**config.mk**
```make
export PLATFORM = sky130hd
export DESIGN_NAME = binary_to_decimal_ascii_unit
export DESIGN_NICKNAME = d
export VERILOG_FILES = /design/src/rtl/b2da_pkg.sv /design/src/rtl/binary_to_decimal_ascii_unit.sv
export SDC_FILE = /design/constraint.sdc
export NUM_CORES = 1
export LEC_CHECK = 0
export BUFFER_PORTS_ARGS = -buffer_cell sky130_fd_sc_hd__buf_2
export CAP_MARGIN = 0
export CORE_UTILIZATION = 50
export DETAILED_ROUTE_END_ITERATION = 8
export HOLD_SLACK_MARGIN = 0.02
export PLACE_DENSITY = 0.66
export SLEW_MARGIN = 20
export SYNTH_ARGS = -nofsm -noshare
export SYNTH_HDL_FRONTEND = slang
export SYNTH_SLANG_ARGS = --single-unit
```
**constraint.sdc**
```tcl
create_clock -name i_clk -period 25.3 [get_ports i_clk]
set_input_delay 0 -clock i_clk [delete_from_list [all_inputs] [get_ports i_clk]]
set_output_delay 0 -clock i_clk [all_outputs]
set_load 0.02 [all_outputs]
```
**src/rtl/b2da_pkg.sv**
```systemverilog
package b2da_pkg;

    localparam int VALUE_WIDTH = 32;
    localparam int NUM_DIGITS = 10;
    localparam int DIGIT_BITS = 4;
    localparam int BCD_BITS = NUM_DIGITS * DIGIT_BITS;
    localparam int DIGIT_IDX_W = 4;
    localparam int CHAR_WIDTH = 6;
    localparam int STEPS_PER_STAGE = 4;

    localparam logic [CHAR_WIDTH-1:0] ASCII_ZERO = 6'd48;
    localparam logic [CHAR_WIDTH-1:0] ASCII_NINE = 6'd57;
    localparam logic [DIGIT_BITS-1:0] DIGIT_ADJ_MIN = 4'd5;
    localparam logic [DIGIT_BITS-1:0] DIGIT_ADJ = 4'd3;

    typedef logic [BCD_BITS-1:0] t_bcd;
    typedef logic [DIGIT_IDX_W-1:0] t_digit_idx;

    // one shift-add-3 step: adjust every digit of five or more, then shift in the next bit
    function automatic t_bcd dd_step(input t_bcd bcd, input logic bit_in);
        t_bcd adj;
        adj = bcd;
        for (int i = 0; i < NUM_DIGITS; i++) begin
            if (adj[DIGIT_BITS*i +: DIGIT_BITS] >= DIGIT_ADJ_MIN) begin
                adj[DIGIT_BITS*i +: DIGIT_BITS] = adj[DIGIT_BITS*i +: DIGIT_BITS] + DIGIT_ADJ;
            end
        end
        return {adj[BCD_BITS-2:0], bit_in};
    endfunction

endpackage

```
**src/rtl/binary_to_decimal_ascii_unit.sv**
```systemverilog
// an accepted word passes the input register, the conversion stages, the normalise register and
// the output register before its first digit shows; the shift-add-3 pass runs four steps per pipeline stage
// throughput: a new word can enter every cycle while o_stall is low; each word then holds the single output
// register until all of its digits (1 to 10) are emitted, which sets the sustained rate
// reset (synchronous, active low) clears every valid bit; data registers are not reset
module binary_to_decimal_ascii_unit
    import b2da_pkg::*;
#(
    parameter int VALUE_BITS = 32
) (
    input  logic                  i_clk,
    input  logic                  i_rst_n,
    input  logic                  i_valid,
    output logic                  o_stall,
    input  logic [VALUE_WIDTH-1:0] i_value,
    output logic                  o_valid,
    input  logic                  i_stall,
    output logic [CHAR_WIDTH-1:0] o_digit_char,
    output logic                  o_last_digit
);

    localparam int CONV_BITS = (VALUE_BITS < VALUE_WIDTH) ? VALUE_BITS : VALUE_WIDTH;
    localparam int NUM_STAGES = (CONV_BITS + STEPS_PER_STAGE - 1) / STEPS_PER_STAGE;

    // conversion pipeline; stage 0 is the input register
    logic                 r_vld [0:NUM_STAGES];
    logic [CONV_BITS-1:0] r_bin [0:NUM_STAGES];
    t_bcd                 r_bcd [1:NUM_STAGES];

    // normalise stage: digits left aligned, digit count minus one
    logic       r_nrm_vld;
    t_bcd       r_nrm_digits;
    t_digit_idx r_nrm_left;
    t_bcd       n_nrm_digits;
    t_digit_idx n_nrm_left;

    // output emitter
    logic       r_out_vld;
    t_bcd       r_out_digits;
    t_digit_idx r_out_left;
    logic       n_out_vld;
    t_bcd       n_out_digits;
    t_digit_idx n_out_left;

    logic load_ok;
    logic adv;

    assign load_ok = !r_out_vld || (!i_stall && (r_out_left == '0));
    assign adv = !r_nrm_vld || load_ok;
    assign o_stall = !adv;

    always_ff @(posedge i_clk) begin
        if (!i_rst_n) begin
            r_vld[0] <= 1'b0;
        end else if (adv) begin
            r_vld[0] <= i_valid;
        end
        if (adv) begin
            r_bin[0] <= i_value[CONV_BITS-1:0];
        end
    end

    for (genvar s = 1; s <= NUM_STAGES; s++) begin : g_stage
        localparam int FIRST = (s - 1) * STEPS_PER_STAGE;
        t_bcd                 n_bcd;
        logic [CONV_BITS-1:0] n_bin;

        always_comb begin
            n_bin = r_bin[s-1];
            n_bcd = '0;
            if (s > 1) begin
                n_bcd = r_bcd[(s > 1) ? s - 1 : 1];
            end
            for (int k = 0; k < STEPS_PER_STAGE; k++) begin
                if (FIRST + k < CONV_BITS) begin
                    n_bcd = dd_step(n_bcd, n_bin[CONV_BITS-1]);
                    n_bin = n_bin << 1;
                end
            end
        end

        always_ff @(posedge i_clk) begin
            if (!i_rst_n) begin
                r_vld[s] <= 1'b0;
            end else if (adv) begin
                r_vld[s] <= r_vld[s-1];
            end
            if (adv) begin
                r_bcd[s] <= n_bcd;
                r_bin[s] <= n_bin;
            end
        end
    end

    // find the most significant non-zero digit; zero keeps one digit
    always_comb begin
        t_digit_idx msd;
        t_digit_idx shamt;
        msd = '0;
        for (int i = 0; i < NUM_DIGITS; i++) begin
            if (r_bcd[NUM_STAGES][DIGIT_BITS*i +: DIGIT_BITS] != '0) begin
                msd = DIGIT_IDX_W'(i);
            end
        end
        shamt = DIGIT_IDX_W'(NUM_DIGITS - 1) - msd;
        n_nrm_digits = r_bcd[NUM_STAGES] << {shamt, 2'b00};
        n_nrm_left = msd;
    end

    always_ff @(posedge i_clk) begin
        if (!i_rst_n) begin
            r_nrm_vld <= 1'b0;
        end else if (adv) begin
            r_nrm_vld <= r_vld[NUM_STAGES];
        end
        if (adv) begin
            r_nrm_digits <= n_nrm_digits;
            r_nrm_left <= n_nrm_left;
        end
    end

    always_comb begin
        n_out_vld = r_out_vld;
        n_out_digits = r_out_digits;
        n_out_left = r_out_left;
        if (load_ok) begin
            n_out_vld = r_nrm_vld;
            n_out_digits = r_nrm_digits;
            n_out_left = r_nrm_left;
        end else if (!i_stall) begin
            n_out_digits = r_out_digits << DIGIT_BITS;
            n_out_left = r_out_left - DIGIT_IDX_W'(1);
        end
    end

    always_ff @(posedge i_clk) begin
        if (!i_rst_n) begin
            r_out_vld <= 1'b0;
        end else begin
            r_out_vld <= n_out_vld;
        end
        r_out_digits <= n_out_digits;
        r_out_left <= n_out_left;
    end

    assign o_valid = r_out_vld;
    assign o_digit_char = ASCII_ZERO + {2'b00, r_out_digits[BCD_BITS-1 -: DIGIT_BITS]};
    assign o_last_digit = (r_out_left == '0);

    a_digit_range: assert property (@(posedge i_clk) disable iff (!i_rst_n)
        r_out_vld |-> (o_digit_char >= ASCII_ZERO && o_digit_char <= ASCII_NINE))
        else $error("digit character out of range");

    a_run_continues: assert property (@(posedge i_clk) disable iff (!i_rst_n)
        r_out_vld && !i_stall && (r_out_left != '0) |=> r_out_vld)
        else $error("digit run ended early");

    a_nrm_held: assert property (@(posedge i_clk) disable iff (!i_rst_n)
        r_nrm_vld && !adv |=> r_nrm_vld && $stable(r_nrm_digits) && $stable(r_nrm_left))
        else $error("waiting word lost in normalise stage");

    a_count_fits: assert property (@(posedge i_clk) disable iff (!i_rst_n)
        r_nrm_vld |-> (r_nrm_left < DIGIT_IDX_W'(NUM_DIGITS)))
        else $error("digit count too large");

endmodule

```
==> impl_results.md, run 1 <==
* Share of cells above drive strength 1 at 9.03%
* Vias in the first global route at 23593
* Setup bufs post-CTS at 0
* Critical path class: flip-flop to flip-flop
* Die H at 254 microns
* GRT Total Usage at 19.4%
* Register area at 0.0128 sq mm
* P&R area growth vs syn at 8.78%
* CP Max Fanout at 12
* GP Congestion at 0.858
* Top cells by instance count after synthesis: edfxtp_1 (425), a21oi_1 (296), o21ai_0 (276)
* Initial antenna violation count at 0
* Final std cells w/o fill at 4280
* CP arrival at 4.69 ns
* Endpoints failing hold at 0
* Routed WL per cell at 14.8 microns
* Fillers at 5422
* DRC at 0
* Via count at 25380
* Syn_area_per_cell at 9.39 sq um
* Syn Std Cell Area at 0.0317 sq mm
* Period utilisation layout at 17.3%
* Vias/cell at 5.93
* Hold WS at 0.121 ns
* Post-route cell area at 0.0345 sq mm
* Top cell type's share of synthesized area at 40.3%
* Reg clk slew, reported paths at 0.06 ns
* Multi-input gate area at 0.0177 sq mm
* IO Count at 45
* FP Rows at 91
* Worst slew pin tran at 1.04 ns
* Async set or reset register ratio after synthesis at 0%
* Number of hold buffers added after CTS at 34
* FF+latch count, synth at 428
* EDFF count, synth at 425
* CTS tree: done
* RSZ-0062 raised after global routing: no
* Mapped Cells at 3377
* Fin crit period at 4.38 ns
* TritonCTS buffer count at 49
* Area leader, netlist: edfxtp_1
* Final HPWL DP at 44500 microns
* CTS max path bufs at 3
* CP Launch Type: flip-flop
* Worst Path Required at 25.61 ns
* Status: completed
* Final setup TNS at 0 ns
* Clock latency on the worst-skew pair at 0.59 ns
* Relative slew slack at 28.7%
* Finish-stage setup viols at 0
* Largest net degree at the start of global routing at 81
* Die X at 254 microns
* Root buf cell: clkbuf_16
* H-tree depth at 2
* IO Port Bufs at 42
* Fmax at 228 MHz
* Die area at 0.0644 sq mm
* CP endpoint kind: flip-flop
* Final clock skew at 0.0253 ns
* Hold WC Path Type: primary input to flip-flop
* Antenna viol nets, final at 0
* DR iter-0 viols at 1951
* Num Clock Sinks at 428
* Core Region at 0.0622 sq mm
* Post-synthesis cell type count at 107
* Synth area leaders: edfxtp_1 (40%), ha_1 (5.6%), a21oi_1 (4.7%)
* Post-cts resize count at 0
* Final #Nets at 3580
* Final Slew Violations at 0
* Global route overflow at 0
* Top_reg_cell synth: edfxtp_1
* Synth warn at 0
* Sequential cell area fraction in the yosys report at 40.4%
* Maxcap violations at 0
* Initial Utilization at 51.0%
* Area of placed instances at 0.0326 sq mm
* Drt total wl at 63500 microns
* Antenna Diode Count at 0
* First-pass GRT wire length at 108000 microns
* Post-Place Cells at 4155
* Count leader, synth: edfxtp_1
* First drt pass iteration count at 6
-- worst max-delay path: stages, from the launching register on --
cell	delay [ns]
edfxtp_1	0.44
inv_1	0.12
ha_1	0.19
nand2b_1	0.09
a21oi_2	0.27
mux2i_1	0.89
o21ai_1	0.19
xnor2_1	0.30
ha_1	0.28
maj3_1	0.35
a221o_1	0.30
mux2i_1	0.22
nand2b_1	0.15
nor2b_1	0.16
xnor2_1	0.14
-- routing by layer --
| metal | GRT usage (%) | vias to the layer above | routed length (microns) |
|---|---|---|---|
| met5 | 0 | - | 0 |
| met4 | 5.04 | 0 | 1070 |
| met3 | 2.45 | 72 | 2290 |
| met2 | 34.7 | 500 | 31600 |
| met1 | 24.7 | 11996 | 28600 |
| li1 | - | 12812 | - |
-- logic make-up after synthesis --
| family | after synthesis | synth area share [%] |
|---|---|---|
| and+or+nand+nor | 955 | 14.7 |
| other | 1 | 0.0118 |
| AOI/OAI and AO/OA | 1155 | 23.2 |
| adders and majority gates | 149 | 5.82 |
| xor gates and xnor gates | 153 | 4.39 |
| muxes | 227 | 7.57 |
| buffers and inverters | 309 | 3.87 |
| DFF | 428 | 40.4 |
-- per-stage QoR --
| step | utilization, % | setup slack [ns] |
|---|---|---|
| floorplan | - | 12.93 |
| global placement | 52.4 | 21.09 |
| detailed placement | 52.4 | 20.93 |
| CTS | 55.4 | 20.90 |
| global route | 55.5 | 20.57 |
| finish | 55.5 | 20.92 |
-- flip-flops by register name, indices dropped and copies added, names as in the netlist --
name	cells
r_nrm_vld	1
r_nrm_digits	40
r_out_left	4
r_bcd	185
r_nrm_left	4
r_bin	144
r_vld	9
o_valid	1
r_out_digits	40
-- area by class of cell --
cell class | instances | share of cell area [%]
sequential | 428 | 37.2
multi-input combinational | 2641 | 51.3
timing repair buffer | 91 | 1.92
clock buffer | 57 | 3.70
tap | 837 | 3.04
inverter | 192 | 2.09
clock inverter | 34 | 0.740
-- cell usage in the layout, fill, tap and decap left out, drive strengths merged, types with 38 or more instances in the layout --
cell	Yosys	routed
nand2	263	263
o21ai	325	325
nor3b	42	42
mux2	99	99
and2	46	46
nor2b	40	40
o21a	39	39
clkbuf	97	57
mux2i	128	128
ha	141	141
xnor2	128	128
nor2	251	251
nor3	65	65
a31oi	81	81
a21oi	315	315
a211oi	38	38
nand3	71	71
o22ai	42	42
edfxtp	425	425
inv	190	192
buf	20	57
nand2b	69	69
-- path summary, 6_finish.rpt --
check	depth (start not counted)	from	end	slack (ns)
worst max-delay path	14	r_bcd[0][80]$_DFFE_PN_	r_bcd[0][128]$_DFFE_PN_	20.92
worst min-delay path	2	i_value[24]	r_bin[0][24]$_DFFE_PN_	0.12
worst max register to register	14	r_bcd[0][80]$_DFFE_PN_	r_bcd[0][128]$_DFFE_PN_	20.92
worst min register to register	0	r_bin[0][11]$_DFFE_PN_	r_bin[0][47]$_DFFE_PN_	0.41
Power of run 1 is not shown: default switching activity piles up to over one toggle a cycle in this logic, so the estimate is an artifact.
==> inputs of run 2 (changes only) <==
--- a/config.mk
+++ b/config.mk
@@ -10,7 +10,7 @@
 export CORE_UTILIZATION = 50
 export DETAILED_ROUTE_END_ITERATION = 8
 export HOLD_SLACK_MARGIN = 0.02
-export PLACE_DENSITY = 0.66
+export PLACE_DENSITY = 0.68
 export SLEW_MARGIN = 20
 export SYNTH_ARGS = -nofsm -noshare
 export SYNTH_HDL_FRONTEND = slang
==> constraint.sdc (replaced) <==
create_clock -name i_clk -period 3.6 [get_ports i_clk]
set_input_delay 0 -clock i_clk [delete_from_list [all_inputs] [get_ports i_clk]]
set_output_delay 0 -clock i_clk [all_outputs]
set_load 0.02 [all_outputs]
==> run 2 against run 1 <==
Via count grew 3.3%. Final area grew 5.3%. Cell count grew 2.9%. Die area is the same. Worst hold slack lost 0.013 ns. Critical path depth shrank 1. Fmax grew 25%. Wire length grew 4.6%. Largest cell class unchanged. Highest routed layer unchanged.
==> impl_results.md, run 2 (synthesized netlist as in run 1, its figures left out) <==
* First drt pass iteration count at 6 (unchanged)
* Worst Path Required at 3.94 ns (was 25.61 ns)
* IO Port Bufs at 42 (unchanged)
* Core Region at 0.0622 sq mm (unchanged)
* Most frequent cells in the layout: edfxtp_1 (425), a21oi_1 (262), nand2_1 (261), o21ai_0 (261), nor2_1 (245) (was edfxtp_1 (425), a21oi_1 (296), o21ai_0 (276))
* Area of placed instances at 0.0334 sq mm (was 0.0326 sq mm)
* Commonest non-fill, non-tap cell in the layout: edfxtp_1 (unchanged)
* Routed WL per cell at 15.1 microns (was 14.8 microns)
* Biggest register: r_bcd (unchanged)
* Vias in the first global route at 24022 (was 23593)
* Worst path most repeated cell: ha_1
* Final HPWL DP at 45800 microns (was 44500 microns)
* Worst slew pin tran at 1.06 ns (was 1.04 ns)
* GP Congestion at 0.876 (was 0.858)
* IO Count at 45 (unchanged)
* Post-Place Cells at 4252 (was 4155)
* GR Util met2 at 34.3% (was 34.7%)
* Final std cells w/o fill at 4405 (was 4280)
* CP arrival at 3.84 ns (was 4.69 ns)
* Hold depth at 2 (unchanged)
* Status: completed (unchanged)
* GR Util met1 at 25.9% (was 24.7%)
* DR iter-0 viols at 1776 (was 1951)
* Drt total wl at 66400 microns (was 63500 microns)
* Period utilisation layout at 97.4% (was 17.3%)
* Largest registers: r_bcd: 185 flops, r_bin: 144 flops (unchanged)
* Endpoints failing hold at 0 (unchanged)
* TritonCTS buffer count at 49 (unchanged)
* Die area at 0.0644 sq mm (unchanged)
* Number of flip-flops in the largest register at 185 (unchanged)
* Via count at 26227 (was 25380)
* Initial antenna violation count at 0 (unchanged)
* P&R area growth vs syn at 14.5% (was 8.78%)
* First-pass GRT wire length at 110000 microns (was 108000 microns)
* GRT met3 Usage at 2.71% (was 2.45%)
* Hold Path End: r_bin[0][27]$_DFFE_PN_ (was r_bin[0][24]$_DFFE_PN_)
* Share of cells above drive strength 1 at 16.0% (was 9.03%)
* DRC at 0 (unchanged)
* CP Max Fanout at 7 (was 12)
* H-tree depth at 2 (unchanged)
* Antenna viol nets, final at 0 (unchanged)
* Fin crit period at 3.51 ns (was 4.38 ns)
* Buf/Inv on CP at 2 (was 1)
* Final setup TNS at 0 ns (unchanged)
* Maxcap violations at 0 (unchanged)
* Reg2reg end: r_bcd[0][165]$_DFFE_PN_ (was r_bcd[0][128]$_DFFE_PN_)
* Fin util at 58.4% (was 55.5%)
* Global route overflow at 0 (unchanged)
* GRT Total Usage at 19.8% (was 19.4%)
* GRT busiest layer: met2 (unchanged)
* Final #Nets at 3708 (was 3580)
* CTS max path bufs at 3 (unchanged)
* R2r setup slk at 0.09 ns (was 20.92 ns)
* Antenna Diode Count at 0 (unchanged)
* Length in cells of the worst reg-to-reg path at 13 (was 14)
* Die X at 254 microns (unchanged)
* Reg clk slew, reported paths at 0.07 ns (was 0.06 ns)
* Num Clock Sinks at 428 (unchanged)
* Die H at 254 microns (unchanged)
* Root buf cell: clkbuf_16 (unchanged)
* CTS tree: done (unchanged)
* Fmax at 285 MHz (was 228 MHz)
* Vias/cell at 5.95 (was 5.93)
* Critical path class: flip-flop to flip-flop (unchanged)
* Reg2reg start: r_bcd[0][124]$_DFFE_PN_ (was r_bcd[0][80]$_DFFE_PN_)
* Relative slew slack at 28.8% (was 28.7%)
* Final clock skew at 0.0263 ns (was 0.0253 ns)
* Hold WC Path Type: primary input to flip-flop (unchanged)
* Clock latency on the worst-skew pair at 0.60 ns (was 0.59 ns)
* CP Launch Type: flip-flop (unchanged)
* Post-route cell area at 0.0363 sq mm (was 0.0345 sq mm)
* Largest net degree at the start of global routing at 77 (was 81)
* Critical Path Max Stage Delay at 0.41 ns (was 0.89 ns)
* FP Rows at 91 (unchanged)
* Slowest cell on crit path: edfxtp_1 (was mux2i_1)
* Final Slew Violations at 0 (unchanged)
* CP endpoint kind: flip-flop (unchanged)
* Top delay family on crit path: compound AO/OA/AOI/OAI gates (was multiplexers)
* Finish-stage setup viols at 0 (unchanged)
* Worst Min Path Start: i_value[27] (was i_value[24])
* Critical-path cell list: buf_4 -> ha_1 -> nand2b_1 -> a21oi_2 -> mux2_2 -> o21ai_0 -> a21o_1 -> clkinv_1 -> ha_1 -> a221o_1 -> maj3_1 -> a211oi_2 -> a31oi_1 (was inv_1 -> ha_1 -> nand2b_1 -> a21oi_2 -> mux2i_1 -> o21ai_1 -> xnor2_1 -> ha_1 -> maj3_1 -> a221o_1 -> mux2i_1 -> nand2b_1 -> nor2b_1 -> xnor2_1)
* Initial Utilization at 51.0% (unchanged)
[run 2: repair_timing]
action / CTS / global route
gates cloned: 0 / 0
pin swaps: 1 / 34
resized for setup: 3 / 180
hold buffers: 34 / 0
setup endpoints to repair: 10 / 129
setup buffers: 3 / 28
endpoints found under the hold margin: 43 / 0
[run 2: worst max path at each step]
stage	from	cells after the start	to
finish	r_bcd[0][124]$_DFFE_PN_	13	r_bcd[0][165]$_DFFE_PN_
detailed placement	r_bcd[0][256]$_DFFE_PN_	15	r_bcd[0][303]$_DFFE_PN_
global placement	r_bcd[0][312]$_DFFE_PN_	18	r_bcd[0][358]$_DFFE_PN_
CTS	r_bcd[0][216]$_DFFE_PN_	15	r_bcd[0][258]$_DFFE_PN_
global route	r_bcd[0][212]$_DFFE_PN_	12	r_bcd[0][258]$_DFFE_PN_
floorplan	r_bcd[0][124]$_DFFE_PN_	15	r_bcd[0][166]$_DFFE_PN_
[run 2: metal layers]
metal  routed length [microns]  part of all wire (%)
met2                     32600                    49
met4                      1170                   1.8
met1                     30100                    45
met3                      2590                   3.9
met5                         0                     0
[run 2: area by class of cell]
cell class / count / area [sq um]
fill: 5234 / 25900
multi-input combinational: 2641 / 18500
sequential: 428 / 12800
timing repair buffer: 219 / 1700
clock buffer: 58 / 1260
tap: 837 / 1050
inverter: 192 / 721
clock inverter: 30 / 279
[run 2: metrics by stage]
stage | setup WS [ns] | hold WS (ns)
2_1_floorplan | 0.0521 | 0.0989
3_3_place_gp | 0.0456 | 0.178
3_5_place_dp | -0.0741 | 0.178
4_1_cts | 0.00438 | 0.0769
5_1_grt | -0.0521 | 0.0942
6_report | 0.0945 | 0.108
Power of run 2 is left out for the same reason.
